## src/rtl/command_line_tokenizer_macros.svh

```systemverilog
// ----------------------------------------------------------------------------
// Assertion macros for the command-line tokenizer
// Clocked, reset-gated implication checks used by the RTL modules.
// ----------------------------------------------------------------------------
`ifndef COMMAND_LINE_TOKENIZER_MACROS_SVH
`define COMMAND_LINE_TOKENIZER_MACROS_SVH

// same-cycle implication
`define CLT_ASSERT_NOW(label, clk, rst_n, ante, cons) \
    label: assert property (@(posedge clk) disable iff (!rst_n) (ante) |-> (cons)) \
        else $error("tokenizer check failed");

// next-cycle implication
`define CLT_ASSERT_NEXT(label, clk, rst_n, ante, cons) \
    label: assert property (@(posedge clk) disable iff (!rst_n) (ante) |=> (cons)) \
        else $error("tokenizer check failed");

`endif

```

## src/rtl/clt_pkg.sv

```systemverilog
// ----------------------------------------------------------------------------
// clt_pkg
// Types and constants shared by the command-line tokenizer modules.
// ----------------------------------------------------------------------------
`default_nettype none

package clt_pkg;

    localparam int QDEPTH = 4;
    localparam int QPTR_W = $clog2(QDEPTH);
    localparam int QCNT_W = $clog2(QDEPTH + 1);

    localparam logic [7:0] C_PIPE  = 8'h7C;
    localparam logic [7:0] C_AMP   = 8'h26;
    localparam logic [7:0] C_GT    = 8'h3E;
    localparam logic [7:0] C_LT    = 8'h3C;
    localparam logic [7:0] C_TWO   = 8'h32;
    localparam logic [7:0] C_QUOTE = 8'h22;
    localparam logic [7:0] C_TAB   = 8'h09;
    localparam logic [7:0] C_SPACE = 8'h20;
    localparam logic [7:0] C_LF    = 8'h0A;
    localparam logic [7:0] C_CR    = 8'h0D;

    typedef enum logic [2:0] {
        K_BYTE    = 3'd0,
        K_WEND    = 3'd1,
        K_PIPE    = 3'd2,
        K_BG      = 3'd3,
        K_OK      = 3'd4,
        K_OK_TAIL = 3'd5,
        K_EMPTY   = 3'd6
    } t_kind;

    typedef enum logic [2:0] {
        R_ARG    = 3'd0,
        R_STDIN  = 3'd1,
        R_STDOUT = 3'd2,
        R_APPEND = 3'd3,
        R_STDERR = 3'd4
    } t_role;

    typedef enum logic [2:0] {
        S_IDLE   = 3'd0,
        S_PGT    = 3'd1,
        S_PTWO   = 3'd2,
        S_TARGET = 3'd3,
        S_UNQ    = 3'd4,
        S_QUOTED = 3'd5
    } t_scan;

    typedef struct packed {
        t_kind       kind;
        t_role       role;
        logic [7:0]  data;
    } t_res;

    // up to three results caused by one input transfer
    typedef struct packed {
        logic [1:0]       count;
        t_res [2:0]       res;
    } t_bundle;

    function automatic logic is_space(input logic [7:0] c);
        return (c == C_SPACE) || (c == C_TAB) || (c == C_LF) || (c == C_CR);
    endfunction

endpackage

`default_nettype wire

```

## src/rtl/command_line_tokenizer.sv

```systemverilog
// Path: an accepted byte's result bundle is pushed into the bundle queue, and its results
// are loaded one at a time from the queue head into the registered output.
// Throughput: one input byte per cycle while the queue is not full; results leave one
// per cycle while the sink is ready, and a 4-bundle queue absorbs bursts.
// Reset: synchronous, active low; clears the scan state, queue pointers and output valid flag.
// ----------------------------------------------------------------------------
// command_line_tokenizer
// Splits a command-line byte stream into word bytes, tagged word ends,
// separators and an end-of-line verdict.
// ----------------------------------------------------------------------------
`default_nettype none

module command_line_tokenizer
    import clt_pkg::*;
(
    input  wire logic       i_clk,
    input  wire logic       i_rst_n,
    input  wire logic       i_s_tvalid,
    output logic            o_s_tready,
    input  wire logic [7:0] i_s_tdata,   // [7:0] ch
    input  wire logic       i_s_tlast,   // end_of_line
    output logic            o_m_tvalid,
    input  wire logic       i_m_tready,
    output logic [7:0]      o_m_tdata,   // [7:0] byte_res
    output logic [5:0]      o_m_tuser,   // [2:0] kind, [5:3] role
    output logic            o_m_tlast    // last
);

    logic    push;
    logic    full;
    logic    q_valid;
    logic    pop;
    t_bundle push_data;
    t_bundle head;
    t_res    res;

    clt_front u_front (
        .i_clk    (i_clk),
        .i_rst_n  (i_rst_n),
        .i_valid  (i_s_tvalid),
        .i_ch     (i_s_tdata),
        .i_eol    (i_s_tlast),
        .o_ready  (o_s_tready),
        .o_push   (push),
        .o_bundle (push_data),
        .i_full   (full)
    );

    clt_queue u_queue (
        .i_clk   (i_clk),
        .i_rst_n (i_rst_n),
        .i_push  (push),
        .i_data  (push_data),
        .o_full  (full),
        .o_valid (q_valid),
        .o_data  (head),
        .i_pop   (pop)
    );

    clt_back u_back (
        .i_clk   (i_clk),
        .i_rst_n (i_rst_n),
        .i_valid (q_valid),
        .i_data  (head),
        .o_pop   (pop),
        .o_valid (o_m_tvalid),
        .o_res   (res),
        .o_last  (o_m_tlast),
        .i_ready (i_m_tready)
    );

    assign o_m_tdata = res.data;
    assign o_m_tuser = {res.role, res.kind};

endmodule

`default_nettype wire

```

## src/rtl/clt_queue.sv

```systemverilog
// ----------------------------------------------------------------------------
// clt_queue
// Short FIFO of result bundles between the scanner and the output stage.
// ----------------------------------------------------------------------------
`default_nettype none
`include "command_line_tokenizer_macros.svh"

module clt_queue
    import clt_pkg::*;
(
    input  wire logic    i_clk,
    input  wire logic    i_rst_n,
    input  wire logic    i_push,
    input  wire t_bundle i_data,
    output logic         o_full,
    output logic         o_valid,
    output t_bundle      o_data,
    input  wire logic    i_pop
);

    t_bundle             r_mem [QDEPTH];
    logic [QPTR_W-1:0]   r_wr, n_wr;
    logic [QPTR_W-1:0]   r_rd, n_rd;
    logic [QCNT_W-1:0]   r_count, n_count;
    logic                push;
    logic                pop;

    assign o_full  = (r_count == QCNT_W'(QDEPTH));
    assign o_valid = (r_count != '0);
    assign o_data  = r_mem[r_rd];
    assign push    = i_push && !o_full;
    assign pop     = i_pop && o_valid;

    always_comb begin
        n_wr    = push ? r_wr + 1'b1 : r_wr;
        n_rd    = pop ? r_rd + 1'b1 : r_rd;
        n_count = r_count + QCNT_W'(push) - QCNT_W'(pop);
    end

    always_ff @(posedge i_clk) begin
        if (!i_rst_n) begin
            r_wr    <= '0;
            r_rd    <= '0;
            r_count <= '0;
        end else begin
            r_wr    <= n_wr;
            r_rd    <= n_rd;
            r_count <= n_count;
        end
    end

    always_ff @(posedge i_clk) begin
        if (push) begin
            r_mem[r_wr] <= i_data;
        end
    end

    `CLT_ASSERT_NOW(a_q_bound, i_clk, i_rst_n, 1'b1, r_count <= QCNT_W'(QDEPTH))
    `CLT_ASSERT_NOW(a_q_no_overrun, i_clk, i_rst_n, i_push && !pop && o_full, !push)

endmodule

`default_nettype wire

```

## src/rtl/clt_front.sv

```systemverilog
// ----------------------------------------------------------------------------
// clt_front
// Scanner: accepts input bytes, tracks token state, builds result bundles.
// ----------------------------------------------------------------------------
`default_nettype none
`include "command_line_tokenizer_macros.svh"

module clt_front
    import clt_pkg::*;
(
    input  wire logic       i_clk,
    input  wire logic       i_rst_n,
    input  wire logic       i_valid,
    input  wire logic [7:0] i_ch,
    input  wire logic       i_eol,
    output logic            o_ready,
    output logic            o_push,
    output t_bundle         o_bundle,
    input  wire logic       i_full
);

    t_scan   r_state, n_state;
    t_role   r_role, n_role;
    logic    r_has_arg, n_has_arg;
    logic    r_has_pred, n_has_pred;
    logic    accept;
    t_bundle b;

    function automatic t_bundle put(input t_bundle bi, input t_kind k, input t_role r,
                                    input logic [7:0] d);
        t_bundle bo;
        bo                   = bi;
        bo.res[bi.count].kind = k;
        bo.res[bi.count].role = r;
        bo.res[bi.count].data = d;
        bo.count             = bi.count + 2'd1;
        return bo;
    endfunction

    assign o_ready  = !i_full;
    assign accept   = i_valid && o_ready;
    assign o_push   = accept && (b.count != 2'd0);
    assign o_bundle = b;

    always_ff @(posedge i_clk) begin
        if (!i_rst_n) begin
            r_state    <= S_IDLE;
            r_role     <= R_ARG;
            r_has_arg  <= 1'b0;
            r_has_pred <= 1'b0;
        end else if (accept) begin
            r_state    <= n_state;
            r_role     <= n_role;
            r_has_arg  <= n_has_arg;
            r_has_pred <= n_has_pred;
        end
    end

    always_comb begin
        n_state    = r_state;
        n_role     = r_role;
        n_has_arg  = r_has_arg;
        n_has_pred = r_has_pred;
        b          = '0;
        if (i_eol) begin
            unique case (r_state)
                S_PGT: begin
                    b = put(b, K_WEND, R_STDOUT, 8'h00);
                end
                S_PTWO: begin
                    b         = put(b, K_BYTE, R_ARG, C_TWO);
                    b         = put(b, K_WEND, R_ARG, 8'h00);
                    n_has_arg = 1'b1;
                end
                S_TARGET, S_UNQ, S_QUOTED: begin
                    b = put(b, K_WEND, r_role, 8'h00);
                    if (r_role == R_ARG) begin
                        n_has_arg = 1'b1;
                    end
                end
                default: ;
            endcase
            if (n_has_arg) begin
                b = put(b, K_OK, R_ARG, 8'h00);
            end else if (r_has_pred) begin
                b = put(b, K_OK_TAIL, R_ARG, 8'h00);
            end else begin
                b = put(b, K_EMPTY, R_ARG, 8'h00);
            end
            n_state    = S_IDLE;
            n_role     = R_ARG;
            n_has_arg  = 1'b0;
            n_has_pred = 1'b0;
        end else begin
            unique case (r_state)
                S_PGT: begin
                    n_state = S_TARGET;
                    if (i_ch == C_GT) begin
                        n_role = R_APPEND;
                    end else begin
                        n_role = R_STDOUT;
                        if (i_ch == C_QUOTE) begin
                            n_state = S_QUOTED;
                        end else if (!is_space(i_ch)) begin
                            n_state = S_UNQ;
                            b       = put(b, K_BYTE, R_STDOUT, i_ch);
                        end
                    end
                end
                S_PTWO: begin
                    if (i_ch == C_GT) begin
                        n_role  = R_STDERR;
                        n_state = S_TARGET;
                    end else begin
                        n_role = R_ARG;
                        b      = put(b, K_BYTE, R_ARG, C_TWO);
                        if (is_space(i_ch)) begin
                            b         = put(b, K_WEND, R_ARG, 8'h00);
                            n_has_arg = 1'b1;
                            n_state   = S_IDLE;
                        end else begin
                            b       = put(b, K_BYTE, R_ARG, i_ch);
                            n_state = S_UNQ;
                        end
                    end
                end
                S_TARGET: begin
                    if (i_ch == C_QUOTE) begin
                        n_state = S_QUOTED;
                    end else if (!is_space(i_ch)) begin
                        n_state = S_UNQ;
                        b       = put(b, K_BYTE, r_role, i_ch);
                    end
                end
                S_UNQ, S_QUOTED: begin
                    if ((r_state == S_UNQ && is_space(i_ch)) ||
                        (r_state == S_QUOTED && i_ch == C_QUOTE)) begin
                        b = put(b, K_WEND, r_role, 8'h00);
                        if (r_role == R_ARG) begin
                            n_has_arg = 1'b1;
                        end
                        n_role  = R_ARG;
                        n_state = S_IDLE;
                    end else begin
                        b = put(b, K_BYTE, r_role, i_ch);
                    end
                end
                default: begin
                    n_state = S_IDLE;
                    if (i_ch == C_PIPE || i_ch == C_AMP) begin
                        b          = put(b, (i_ch == C_PIPE) ? K_PIPE : K_BG, R_ARG, 8'h00);
                        n_has_arg  = 1'b0;
                        n_has_pred = 1'b1;
                    end else if (!is_space(i_ch)) begin
                        n_role = R_ARG;
                        if (i_ch == C_GT) begin
                            n_state = S_PGT;
                        end else if (i_ch == C_TWO) begin
                            n_state = S_PTWO;
                        end else if (i_ch == C_LT) begin
                            n_role  = R_STDIN;
                            n_state = S_TARGET;
                        end else if (i_ch == C_QUOTE) begin
                            n_state = S_QUOTED;
                        end else begin
                            n_state = S_UNQ;
                            b       = put(b, K_BYTE, R_ARG, i_ch);
                        end
                    end
                end
            endcase
        end
    end

    `CLT_ASSERT_NEXT(a_eol_clears, i_clk, i_rst_n, accept && i_eol,
        r_state == S_IDLE && r_role == R_ARG && !r_has_arg && !r_has_pred)
    `CLT_ASSERT_NOW(a_eol_pushes, i_clk, i_rst_n, accept && i_eol, o_push)

endmodule

`default_nettype wire

```

## src/rtl/clt_back.sv

```systemverilog
// ----------------------------------------------------------------------------
// clt_back
// Output stage: unpacks queued bundles into single results, one per transfer.
// ----------------------------------------------------------------------------
`default_nettype none
`include "command_line_tokenizer_macros.svh"

module clt_back
    import clt_pkg::*;
(
    input  wire logic    i_clk,
    input  wire logic    i_rst_n,
    input  wire logic    i_valid,
    input  wire t_bundle i_data,
    output logic         o_pop,
    output logic         o_valid,
    output t_res         o_res,
    output logic         o_last,
    input  wire logic    i_ready
);

    logic [1:0] r_idx, n_idx;
    logic       r_valid, n_valid;
    t_res       r_res;
    logic       r_last;
    logic       load;
    logic       pick_last;

    assign load      = i_valid && (!r_valid || i_ready);
    assign pick_last = (r_idx == i_data.count - 2'd1);
    assign o_pop     = load && pick_last;
    assign o_valid   = r_valid;
    assign o_res     = r_res;
    assign o_last    = r_last;

    always_comb begin
        n_idx   = r_idx;
        n_valid = r_valid;
        if (load) begin
            n_idx   = pick_last ? 2'd0 : r_idx + 2'd1;
            n_valid = 1'b1;
        end else if (i_ready) begin
            n_valid = 1'b0;
        end
    end

    always_ff @(posedge i_clk) begin
        if (!i_rst_n) begin
            r_idx   <= '0;
            r_valid <= 1'b0;
        end else begin
            r_idx   <= n_idx;
            r_valid <= n_valid;
        end
    end

    always_ff @(posedge i_clk) begin
        if (load) begin
            r_res  <= i_data.res[r_idx];
            r_last <= pick_last;
        end
    end

    `CLT_ASSERT_NOW(a_idx_in_bundle, i_clk, i_rst_n, i_valid, r_idx < i_data.count)
    `CLT_ASSERT_NOW(a_idx_zero_idle, i_clk, i_rst_n, !i_valid, r_idx == 2'd0)

endmodule

`default_nettype wire
```

## config.mk

```make
export PLATFORM = sky130hd
export DESIGN_NAME = command_line_tokenizer
export DESIGN_NICKNAME = d
export VERILOG_FILES = /design/src/rtl/clt_pkg.sv /design/src/rtl/command_line_tokenizer.sv /design/src/rtl/clt_queue.sv /design/src/rtl/clt_front.sv /design/src/rtl/clt_back.sv
export VERILOG_INCLUDE_DIRS = /design/src /design/src/rtl
export SDC_FILE = /design/constraint.sdc
export NUM_CORES = 1
export LEC_CHECK = 0
export BUFFER_PORTS_ARGS = -buffer_cell sky130_fd_sc_hd__buf_2
export CAP_MARGIN = 25
export CELL_PAD_IN_SITES_DETAIL_PLACEMENT = 1
export CELL_PAD_IN_SITES_GLOBAL_PLACEMENT = 1
export CORE_ASPECT_RATIO = 0.7
export CORE_MARGIN = 5
export CORE_UTILIZATION = 55
export CTS_CLUSTER_SIZE = 14
export DETAILED_ROUTE_END_ITERATION = 10
export GPL_ROUTABILITY_DRIVEN = 0
export GPL_TIMING_DRIVEN = 0
export PLACE_DENSITY_LB_ADDON = 0.1
export SLEW_MARGIN = 0
export SYNTH_ARGS = -nofsm -noshare
export SYNTH_HDL_FRONTEND = slang
export SYNTH_HIERARCHICAL = 1
export SYNTH_SLANG_ARGS = --single-unit
```

## constraint.sdc

```tcl
create_clock -name i_clk -period 8.2 [get_ports i_clk]
set_input_delay 0.82 -clock i_clk [delete_from_list [all_inputs] [get_ports i_clk]]
set_output_delay 0.82 -clock i_clk [all_outputs]
set_load 0.01 [all_outputs]
```

==> results of run 1 <==
==> sequential cells by signal (all words and copies together) (netlist names), 2 cells and up, named ones only <==
register and cells:
u_queue/r_wr 2, u_queue/r_mem 176, u_front/r_state 3, u_front/r_role 3
u_queue/r_rd 2, u_back/r_idx 2, u_queue/r_count 3, u_back/o_res 14
==> layout by cell type (no fill, tap or decap), types with 10 or more instances in the layout <==
master       n
edfxtp_1   191
and2_1      16
nand3_1     11
o21ai_0     12
nand2b_1    10
clkbuf_16   21
mux2i_1     18
clkbuf_1    19
dfxtp_1     20
a21oi_1     12
conb_1      16
nor3_1      10
buf_4       16
o21ai_1     15
mux4_2      40
nand2_1     38
buf_2       38
inv_1       16
nor2_1      26
==> Yosys cell counts, drive strengths merged, types with 11 or more instances <==
cell type	instances	share of area (%)
edfxtp	191	61
buf	32	3.0
nand3	11	0.59
and2	20	1.3
inv	16	0.64
dfxtp	20	4.3
nand2	38	1.5
mux4	44	11
clkbuf	15	0.62
nor3	11	0.64
a21oi	13	0.74
nor2	26	1.0
o21ai	27	1.4
mux2i	18	1.9
==> worst min path at each step <==
| stage | from | slack, ns | end | cells past startpoint |
|---|---|---|---|---|
| 2_1_floorplan | u_front/r_role[0] | 0.45 | u_front/r_role[0] | 2 |
| 5_1_grt | u_front/r_role[2] | 0.51 | u_front/r_role[2] | 2 |
| 3_5_place_dp | u_front/r_role[2] | 0.48 | u_front/r_role[2] | 2 |
| 6_report | u_front/r_role[2] | 0.49 | u_front/r_role[2] | 2 |
| 4_1_cts | u_front/r_role[2] | 0.49 | u_front/r_role[2] | 2 |
| 3_3_place_gp | u_front/r_role[0] | 0.47 | u_front/r_role[0] | 2 |
==> worst max-delay path, cell delays in order <==
cell      delay (ns)
buf_2           0.09
clkbuf_1        0.36
nand2b_1        0.27
or4_1           0.67
nand2_1         0.15
a211oi_1        0.07
a311oi_1        0.78
o21ba_1         0.25
nor2b_1         0.14
buf_2           0.20
and2_2          0.60
buf_12          0.28
==> routing by layer <==
layer	up-vias	track usage, %	routed length, um
li1	2452	-	-
met1	2869	33.0	9730
met2	207	36.8	10600
met3	28	4.24	1520
met4	0	3.76	298
met5	-	0	0
==> stage by stage <==
stage / util [%] / power, mW / instance area, sq um / worst slack [ns]
after global placement: 59.6 / 2.28 / 9830 / 2.30
after floorplan: - / 2.06 / 9410 / 3.96
after detailed placement: 60.1 / 2.35 / 9920 / 3.25
after global routing: 64.2 / 3.42 / 10600 / 3.38
final: 64.2 / 3.26 / 10600 / 3.67
after CTS: 64.2 / 3.29 / 10600 / 3.70
==> layout make-up <==
cell class | instances | area, sq um | area share [%]
plain buffers | 47 | 337 | 3.18
clock buffers | 28 | 572 | 5.40
clock inverters | 8 | 95.1 | 0.898
inverters | 16 | 60.1 | 0.567
multi-input cells | 337 | 2880 | 27.2
flip-flops and latches | 211 | 6140 | 58.0
well taps | 225 | 282 | 2.66
repair buffers | 33 | 225 | 2.13
==> logic make-up after synthesis <==
kind of cell / count (synthesis) / synth area share (%)
multiplexers: 62 / 12.7
other: 1 / 0.0401
flip-flops: 211 / 65.6
buffers and inverters: 63 / 4.24
AO/OA/AOI/OAI: 93 / 7.07
XOR/XNOR: 6 / 0.562
adder cells (fa/ha/maj): 8 / 1.15
AND/OR/NAND/NOR: 152 / 8.62
==> power groups by stage <==
stage | combinational, mW | sequential (mW) | clock, mW
2_1_floorplan | 0.537 | 1.52 | 0
6_report | 0.826 | 1.50 | 0.935
3_5_place_dp | 0.826 | 1.52 | 0
5_1_grt | 0.896 | 1.51 | 1.01
3_3_place_gp | 0.766 | 1.51 | 0
4_1_cts | 0.834 | 1.50 | 0.956
==> reports/metrics.cfg, run 1 <==
[sta]
skew_ns = 0.0181
finalHoldViolCount = 0
fin_hold_ws_ns = 0.492
setup_viol = 0
fmax_mhz = 221
grt_setup_unrepaired = false
slew_headroom_pct = 35.2
finalCriticalPeriod_ns = 4.53
setup-tns-final_ns = 0
slew_violations = 0
worst_pin_slew_ns = 0.966
period_share_pct = 55.3

[drt]
dr.pass1.iters = 5
drtIter0Drc = 634
dr_total_vias = 5556
postRouteAntennaNets = 0
routed_wl_mm = 22.1
wl_per_cell_um = 24.4
vias_per_cell = 6.14
post-route-drc-count = 0

[logic_synthesis]
avgSynthCellArea_sq_um = 15.7
netlist_instances = 596
ys_seq_elements = 211
synth_seq_area_share_pct = 65.6
ys.flop_type = edfxtp_1
synth-async-reset-ratio_pct = 0
yosys_warnings = 6
syn_area_sq_um = 9350
synthDistinctLibCells = 77
synth-edff-count = 191

[finish]
fin_nets = 688
antennaDiodeCount = 0
syn2layout_area_growth_pct = 13.2
final_cells = 905
drive_gt1_share_pct = 22.2
fill_cells = 1540

[grt]
overflow = 0
grtUsageTotal_pct = 22.7
grt_pass1_wl_mm = 34.9
antenna_found_initial = 0
grt_max_degree = 30
grt_pass1_vias = 5944

[worst_setup_path]
cp-endpoint = u_queue/r_mem[1][2]
r2r-end = u_queue/r_mem[1][2]
cp_max_fo = 25
worst_setup_path_start_kind = input port
reg2reg_from = u_front/r_state[1]
required_ns = 8.37
critPathLaunch = i_s_tdata[5]
path_class = input port to flop
r2r_slack_ns = 4.11
cp.arrival_ns = 4.71
cp-end-kind = flop
ff2ff_path_depth = 10

[cts]
cts_tree = yes
post_cts_buffers = 0
cts-hold-fix-buffers = 0
clkTransAtPathRegs_ns = 0.06
htreeDepth = 1
root_buffer = clkbuf_16
cts_buffers = 21
clock_latency_ns = 0.50
clock_path_buffers = 3
postCtsResizedCells = 0
clock_sinks = 211

[floorplan]
start_util_pct = 56.7
ioPinCount = 30
row_count = 39
die_width_um = 166
dieArea_sq_um = 19700
placeableCoreArea_sq_um = 16500
fp.dieH_um = 119

[pwr]
power_density_nw_per_um2 = 308
p_leak_nw = 3.63
seqPwrFrac_pct = 46.0
p_sw_uw = 930
p_int_mw = 2.33
p_sw_share_pct = 28.5
max-vdd-ir-drop_mv = 0.199
p_comb_share_pct = 25.3
power_frac_clock_pct = 28.7

[place]
io_buffers = 28
placedCellCount = 869
place_hpwl_mm = 15.6

[outcome]
status = finished, final reports clean

[worst_hold_path]
min_path_type = flop to flop

[run]
max_cap_viol_count = 0

No activity file was read; power rests on OpenSTA's default activity.
==> inputs of run 2 (changes only) <==
- CORE_UTILIZATION: 55 -> 49
- clock period: 8.2 -> 4.1 ns (I/O delays scaled with it)
==> run 2 against run 1 <==
Global-route usage shrank 3.4 points. Core utilization shrank 7.5 points. Die area grew 11%. Sequential power grew 99%. Wire length shrank 5.6%. First-iteration DRC count shrank 31%. Via count shrank 2.8%. Critical path depth shrank 2.
==> reports/metrics.cfg, run 2 (synthesis gave the netlist of run 1 again) <==
[finish]
final_cell_mix = edfxtp_1, mux4_2, nand2_1
largest_reg_flops = 176  ; unchanged
antennaDiodeCount = 0  ; unchanged
final_cells = 925  ; +2.2%
fill_cells = 1811  ; +18%
drive_gt1_share_pct = 22.4  ; +0.20 points
fin_area_sq_um = 10700  ; +0.66%
regMostFlops = u_queue/r_mem
fin_util_pct = 56.6  ; -7.5 points
syn2layout_area_growth_pct = 14.0
fin_nets = 689  ; +0.15%
final_common_cell = edfxtp_1

[cts]
post_cts_buffers = 0  ; unchanged
cts_tree = yes
clkTransAtPathRegs_ns = 0.07  ; about the same
clock_latency_ns = 0.49  ; about the same
cts_buffers = 22  ; +4.8%
htreeDepth = 1  ; unchanged
clock_path_buffers = 3  ; unchanged
postCtsResizedCells = 0  ; unchanged
clock_sinks = 211  ; unchanged
root_buffer = clkbuf_16
cts-hold-fix-buffers = 0  ; unchanged

[worst_hold_path]
min_path_type = input port to flop

[sta]
slew_headroom_pct = 32.3  ; -2.9 points
setup_viol = 0  ; unchanged
setup-tns-final_ns = 0  ; unchanged
period_share_pct = 89.8
fmax_mhz = 272
finalCriticalPeriod_ns = 3.68
grt_setup_unrepaired = false
finalHoldViolCount = 0  ; unchanged
skew_ns = 0.00853  ; -0.00957 ns
fin_hold_ws_ns = 0.308  ; -0.184 ns
setup_ws_ns = 0.418  ; -3.25 ns
slew_violations = 0  ; unchanged
worst_pin_slew_ns = 1.02  ; +0.0498 ns

[worst_setup_path]
crit_path_frequent_cell = nor2_1
required_ns = 4.28  ; -4.09 ns
crit_path_cell_trace = inv_1 -> ha_1 -> nor2_1 -> nor2_1 -> a311oi_2 -> o21ba_1 -> nor2b_1 -> buf_2 -> and2_2 -> buf_12
cp.arrival_ns = 3.86  ; -0.85 ns
critical_path.slowest_cell = a311oi_2
worst_setup_path_start_kind = flop
cp-end-kind = flop
cp_slowest_stage_delay_ns = 0.62  ; -0.16 ns
path_class = flop to flop
cp_max_fo = 31  ; +24%

[drt]
vias_per_cell = 5.84  ; -4.9%
dr_total_vias = 5399  ; -2.8%
drtIter0Drc = 440  ; -31%
post-route-drc-count = 0  ; unchanged
wl_per_cell_um = 22.6  ; -7.6%
dr.pass1.iters = 4  ; -1
postRouteAntennaNets = 0  ; unchanged
routed_wl_mm = 20.9  ; -5.6%

[grt]
grtUsageTotal_pct = 19.3  ; -3.4 points
antenna_found_initial = 0  ; unchanged
grt_max_degree = 33  ; +10%
overflow = 0  ; unchanged
grt_pass1_wl_mm = 33.0  ; -5.4%
grt_pass1_vias = 5684  ; -4.4%

[floorplan]
fp.dieH_um = 126  ; +5.4%
dieArea_sq_um = 22000  ; +11%
start_util_pct = 49.7  ; -7.0 points
row_count = 42  ; +7.7%
die_width_um = 175  ; +5.6%
placeableCoreArea_sq_um = 18800  ; +14%
ioPinCount = 30  ; unchanged

[pwr]
power_density_nw_per_um2 = 614  ; +99%
max-vdd-ir-drop_mv = 0.406  ; +100%
p_leak_nw = 3.64  ; +0.48%
fin_total_pwr_mw = 6.54  ; +100%

[run]
max_cap_viol_count = 0  ; unchanged

[place]
pre_cts_slack_ns = -0.374  ; -3.62 ns
placedCellCount = 886  ; +2.0%
io_buffers = 28  ; unchanged
place_hpwl_mm = 14.3  ; -8.1%
placed_cell_area_sq_um = 9940  ; +0.28%

[outcome]
status = finished, final reports clean

==> run 2: metal layers <==
layer / vias to the layer above / part of all wire (%) / global-route usage, %
met5: - / 0 / 0
met4: 0 / 1.5 / 3.46
met3: 28 / 5.3 / 3.68
met2: 133 / 46 / 30.1
met1: 2785 / 47 / 28.9
li1: 2453 / - / -
==> run 2: final cells by class <==
| type | count | area [sq um] | share of cell area [%] |
|---|---|---|---|
| clock buffers | 32 | 639 | 6.00 |
| plain buffers | 47 | 337 | 3.16 |
| well taps | 242 | 303 | 2.84 |
| flip-flops and latches | 211 | 6140 | 57.6 |
| inverters | 16 | 60.1 | 0.564 |
| clock inverters | 7 | 63.8 | 0.599 |
| multi-input cells | 337 | 2890 | 27.1 |
| repair buffers | 33 | 230 | 2.16 |
==> run 2: worst paths after layout <==
check,from,endpoint,slack (ns),depth (start not counted)
worst max-delay path,u_front/r_state[1],u_queue/r_mem[2][30],0.42,10
worst min-delay path,i_m_tready,u_back/o_valid,0.31,3
worst max register to register,u_front/r_state[1],u_queue/r_mem[2][30],0.42,10
worst min register to register,u_front/r_role[0],u_front/r_role[0],0.49,2
==> run 2: where the power goes <==
| group | total [mW] | internal [mW] | switching [mW] |
|---|---|---|---|
| Combinational | 1.64 | 0.692 | 0.947 |
| Clock | 1.92 | 1.14 | 0.776 |
| Sequential | 2.98 | 2.86 | 0.114 |
==> run 2: critical path: cells and delay by family (launching register included) <==
kind,cells,cell delay [ns]
adders and majority gates,1,0.32
and+or+nand+nor,4,1.08
buffers and inverters,3,0.65
AOI/OAI and AO/OA,2,0.84
DFF,1,0.44
==> inputs of run 3 (changes only) <==
- CORE_UTILIZATION: 49 -> 55
- clock period: 4.1 -> 4.4 ns (I/O delays scaled with it)
==> run 3 against run 2 <==
Sequential cell count unchanged. Via count rose by 3.3%. Die area fell by 10%. Non-clock buffer count did not move. Hold slack improved by 0.036 ns. Core utilization grew 7.6 points. Critical endpoint is now u_queue/r_mem[1][2]. Worst setup slack better by 0.13 ns. Power decreased by 7.0%. Clock power fell by 9%. Register-to-register slack better by 0.14 ns.
==> reports/metrics.cfg, run 3 (synthesis gave the netlist of run 1 again) <==
[outcome]
status = finished, final reports clean

[drt]
dr_total_vias = 5576  ; +3.3%
dr.pass1.iters = 5  ; +1
drtIter0Drc = 623  ; +42%
vias_per_cell = 6.16  ; +5.6%
routed_wl_mm = 22.1  ; +5.6%
post-route-drc-count = 0  ; unchanged
postRouteAntennaNets = 0  ; unchanged
wl_per_cell_um = 24.4  ; +7.9%

[sta]
fin_hold_ws_ns = 0.344  ; +0.0363 ns
fmax_mhz = 260
finalCriticalPeriod_ns = 3.85
worst_pin_slew_ns = 0.954  ; -0.0617 ns
period_share_pct = 87.5
slew_violations = 0  ; unchanged
finalHoldViolCount = 0  ; unchanged
slew_headroom_pct = 35.9  ; +3.6 points
setup_ws_ns = 0.548  ; +0.130 ns
skew_ns = 0.0176  ; +0.00908 ns
grt_setup_unrepaired = false
setup_viol = 0  ; unchanged

[pwr]
p_int_mw = 4.34  ; -7.6%
seqPwrFrac_pct = 46.0  ; +0.5 points
power_frac_clock_pct = 28.7  ; -0.7 points
p_leak_nw = 3.63  ; -0.44%
power_density_nw_per_um2 = 574  ; -6.5%
max-vdd-ir-drop_mv = 0.372  ; -8.5%
p_sw_mw = 1.73  ; -5.6%
p_comb_share_pct = 25.4  ; +0.3 points
p_sw_share_pct = 28.5  ; +0.43 points

[place]
io_buffers = 28  ; unchanged
pre_cts_slack_ns = -0.174  ; +0.200 ns
placedCellCount = 869  ; -1.9%
place_hpwl_mm = 15.6  ; +8.9%
placed_cell_area_sq_um = 9920  ; -0.28%

[finish]
fin_util_pct = 64.2  ; +7.6 points
final_cells = 905  ; -2.2%
drive_gt1_share_pct = 22.4  ; -0.048 points
syn2layout_area_growth_pct = 13.3
largest_reg_flops = 176  ; unchanged
fin_area_sq_um = 10600  ; -0.60%
regMostFlops = u_queue/r_mem
final_cell_mix = edfxtp_1, mux4_2, buf_2, nand2_1, nor2_1
antennaDiodeCount = 0  ; unchanged
final_common_cell = edfxtp_1
fin_nets = 688  ; -0.15%
fill_cells = 1539  ; -15%

[grt]
grt_max_degree = 30  ; -9.1%
grtUsageTotal_pct = 22.7  ; +3.4 points
grt_pass1_wl_mm = 34.9  ; +5.7%
grt_pass1_vias = 5944  ; +4.6%
overflow = 0  ; unchanged
antenna_found_initial = 0  ; unchanged

[worst_setup_path]
cp-end-kind = flop
cp_max_fo = 25  ; -19%
path_class = input port to flop
required_ns = 4.57  ; +0.29 ns
cp.arrival_ns = 4.03  ; +0.17 ns
worst_setup_path_start_kind = input port

[floorplan]
start_util_pct = 56.7  ; +7.0 points
row_count = 39  ; -7.1%
ioPinCount = 30  ; unchanged
placeableCoreArea_sq_um = 16500  ; -12%
dieArea_sq_um = 19700  ; -10%
die_width_um = 166  ; -5.3%
fp.dieH_um = 119  ; -5.2%

[cts]
cts_buffers = 21  ; -4.5%
post_cts_buffers = 0  ; unchanged
postCtsResizedCells = 0  ; unchanged
htreeDepth = 1  ; unchanged
clock_path_buffers = 3  ; unchanged
root_buffer = clkbuf_16
clock_latency_ns = 0.50  ; about the same
clock_sinks = 211  ; unchanged
cts_tree = yes
clkTransAtPathRegs_ns = 0.06  ; about the same
cts-hold-fix-buffers = 0  ; unchanged

[worst_hold_path]
min_path_type = input port to flop

[run]
max_cap_viol_count = 0  ; unchanged

[run 3: changes by cell type in the layout (fill, tap and decap cells not counted)]
cell	before	now
bufinv_16	1	2
clkbuf_1	20	19
clkdlybuf4s18_2	1	0
buf_2	37	38
clkinv_1	2	1
clkbuf_8	3	2
clkinv_2	2	3
a2111oi_0	0	1
a2111oi_1	1	0
clkbuf_16	23	21
[run 3: routing by layer]
metal  vias to the layer above  wire length (um)  track usage, %
met5                         -                 0               0
met4                         0               296            3.76
met3                        28              1580            4.24
met2                       215             10500            36.8
met1                      2881              9650            33.0
li1                       2452                 -               -
[run 3: critical path, stage by stage]
cell	delay, ns
buf_2	0.09
clkbuf_1	0.35
nand2b_1	0.26
or4_1	0.67
nand2_1	0.15
a211oi_1	0.07
a311oi_2	0.51
o21ba_1	0.22
nor2b_1	0.14
buf_2	0.20
and2_2	0.60
buf_12	0.28
[run 3: power groups by stage]
stage               registers, mW  clock network (mW)  logic, mW
finish                       2.79                1.74       1.54
global route                 2.82                1.88       1.67
CTS                          2.79                1.78       1.55
detailed placement           2.83                   0       1.54
global placement             2.82                   0       1.43
floorplan                    2.83                   0       1.00
[run 3: path summary, 6_finish.rpt]
path	slack, ns	endpoint	cells past startpoint	startpoint
worst max-delay path	0.55	u_queue/r_mem[1][2]	12	i_s_tdata[5]
worst min-delay path	0.34	u_back/o_valid	2	i_rst_n
worst max register to register	0.56	u_queue/r_mem[1][2]	10	u_front/r_state[1]
worst min register to register	0.49	u_front/r_role[2]	2	u_front/r_role[2]
[run 3: stage by stage]
step           setup TNS [ns]  total power [mW]
2_1_floorplan               0              3.84
3_3_place_gp          -194.38              4.24
3_5_place_dp           -14.62              4.37
4_1_cts                     0              6.13
5_1_grt                     0              6.37
6_report                    0              6.08
[run 3: layout make-up]
class / instances / area [sq um] / area share [%]
buffer: 47 / 337 / 3.18
clock buffer: 28 / 572 / 5.40
clock inverter: 8 / 95.1 / 0.898
inverter: 16 / 60.1 / 0.567
multi-input combinational: 337 / 2880 / 27.2
sequential: 211 / 6140 / 57.9
tap: 225 / 282 / 2.66
timing repair buffer: 33 / 225 / 2.13
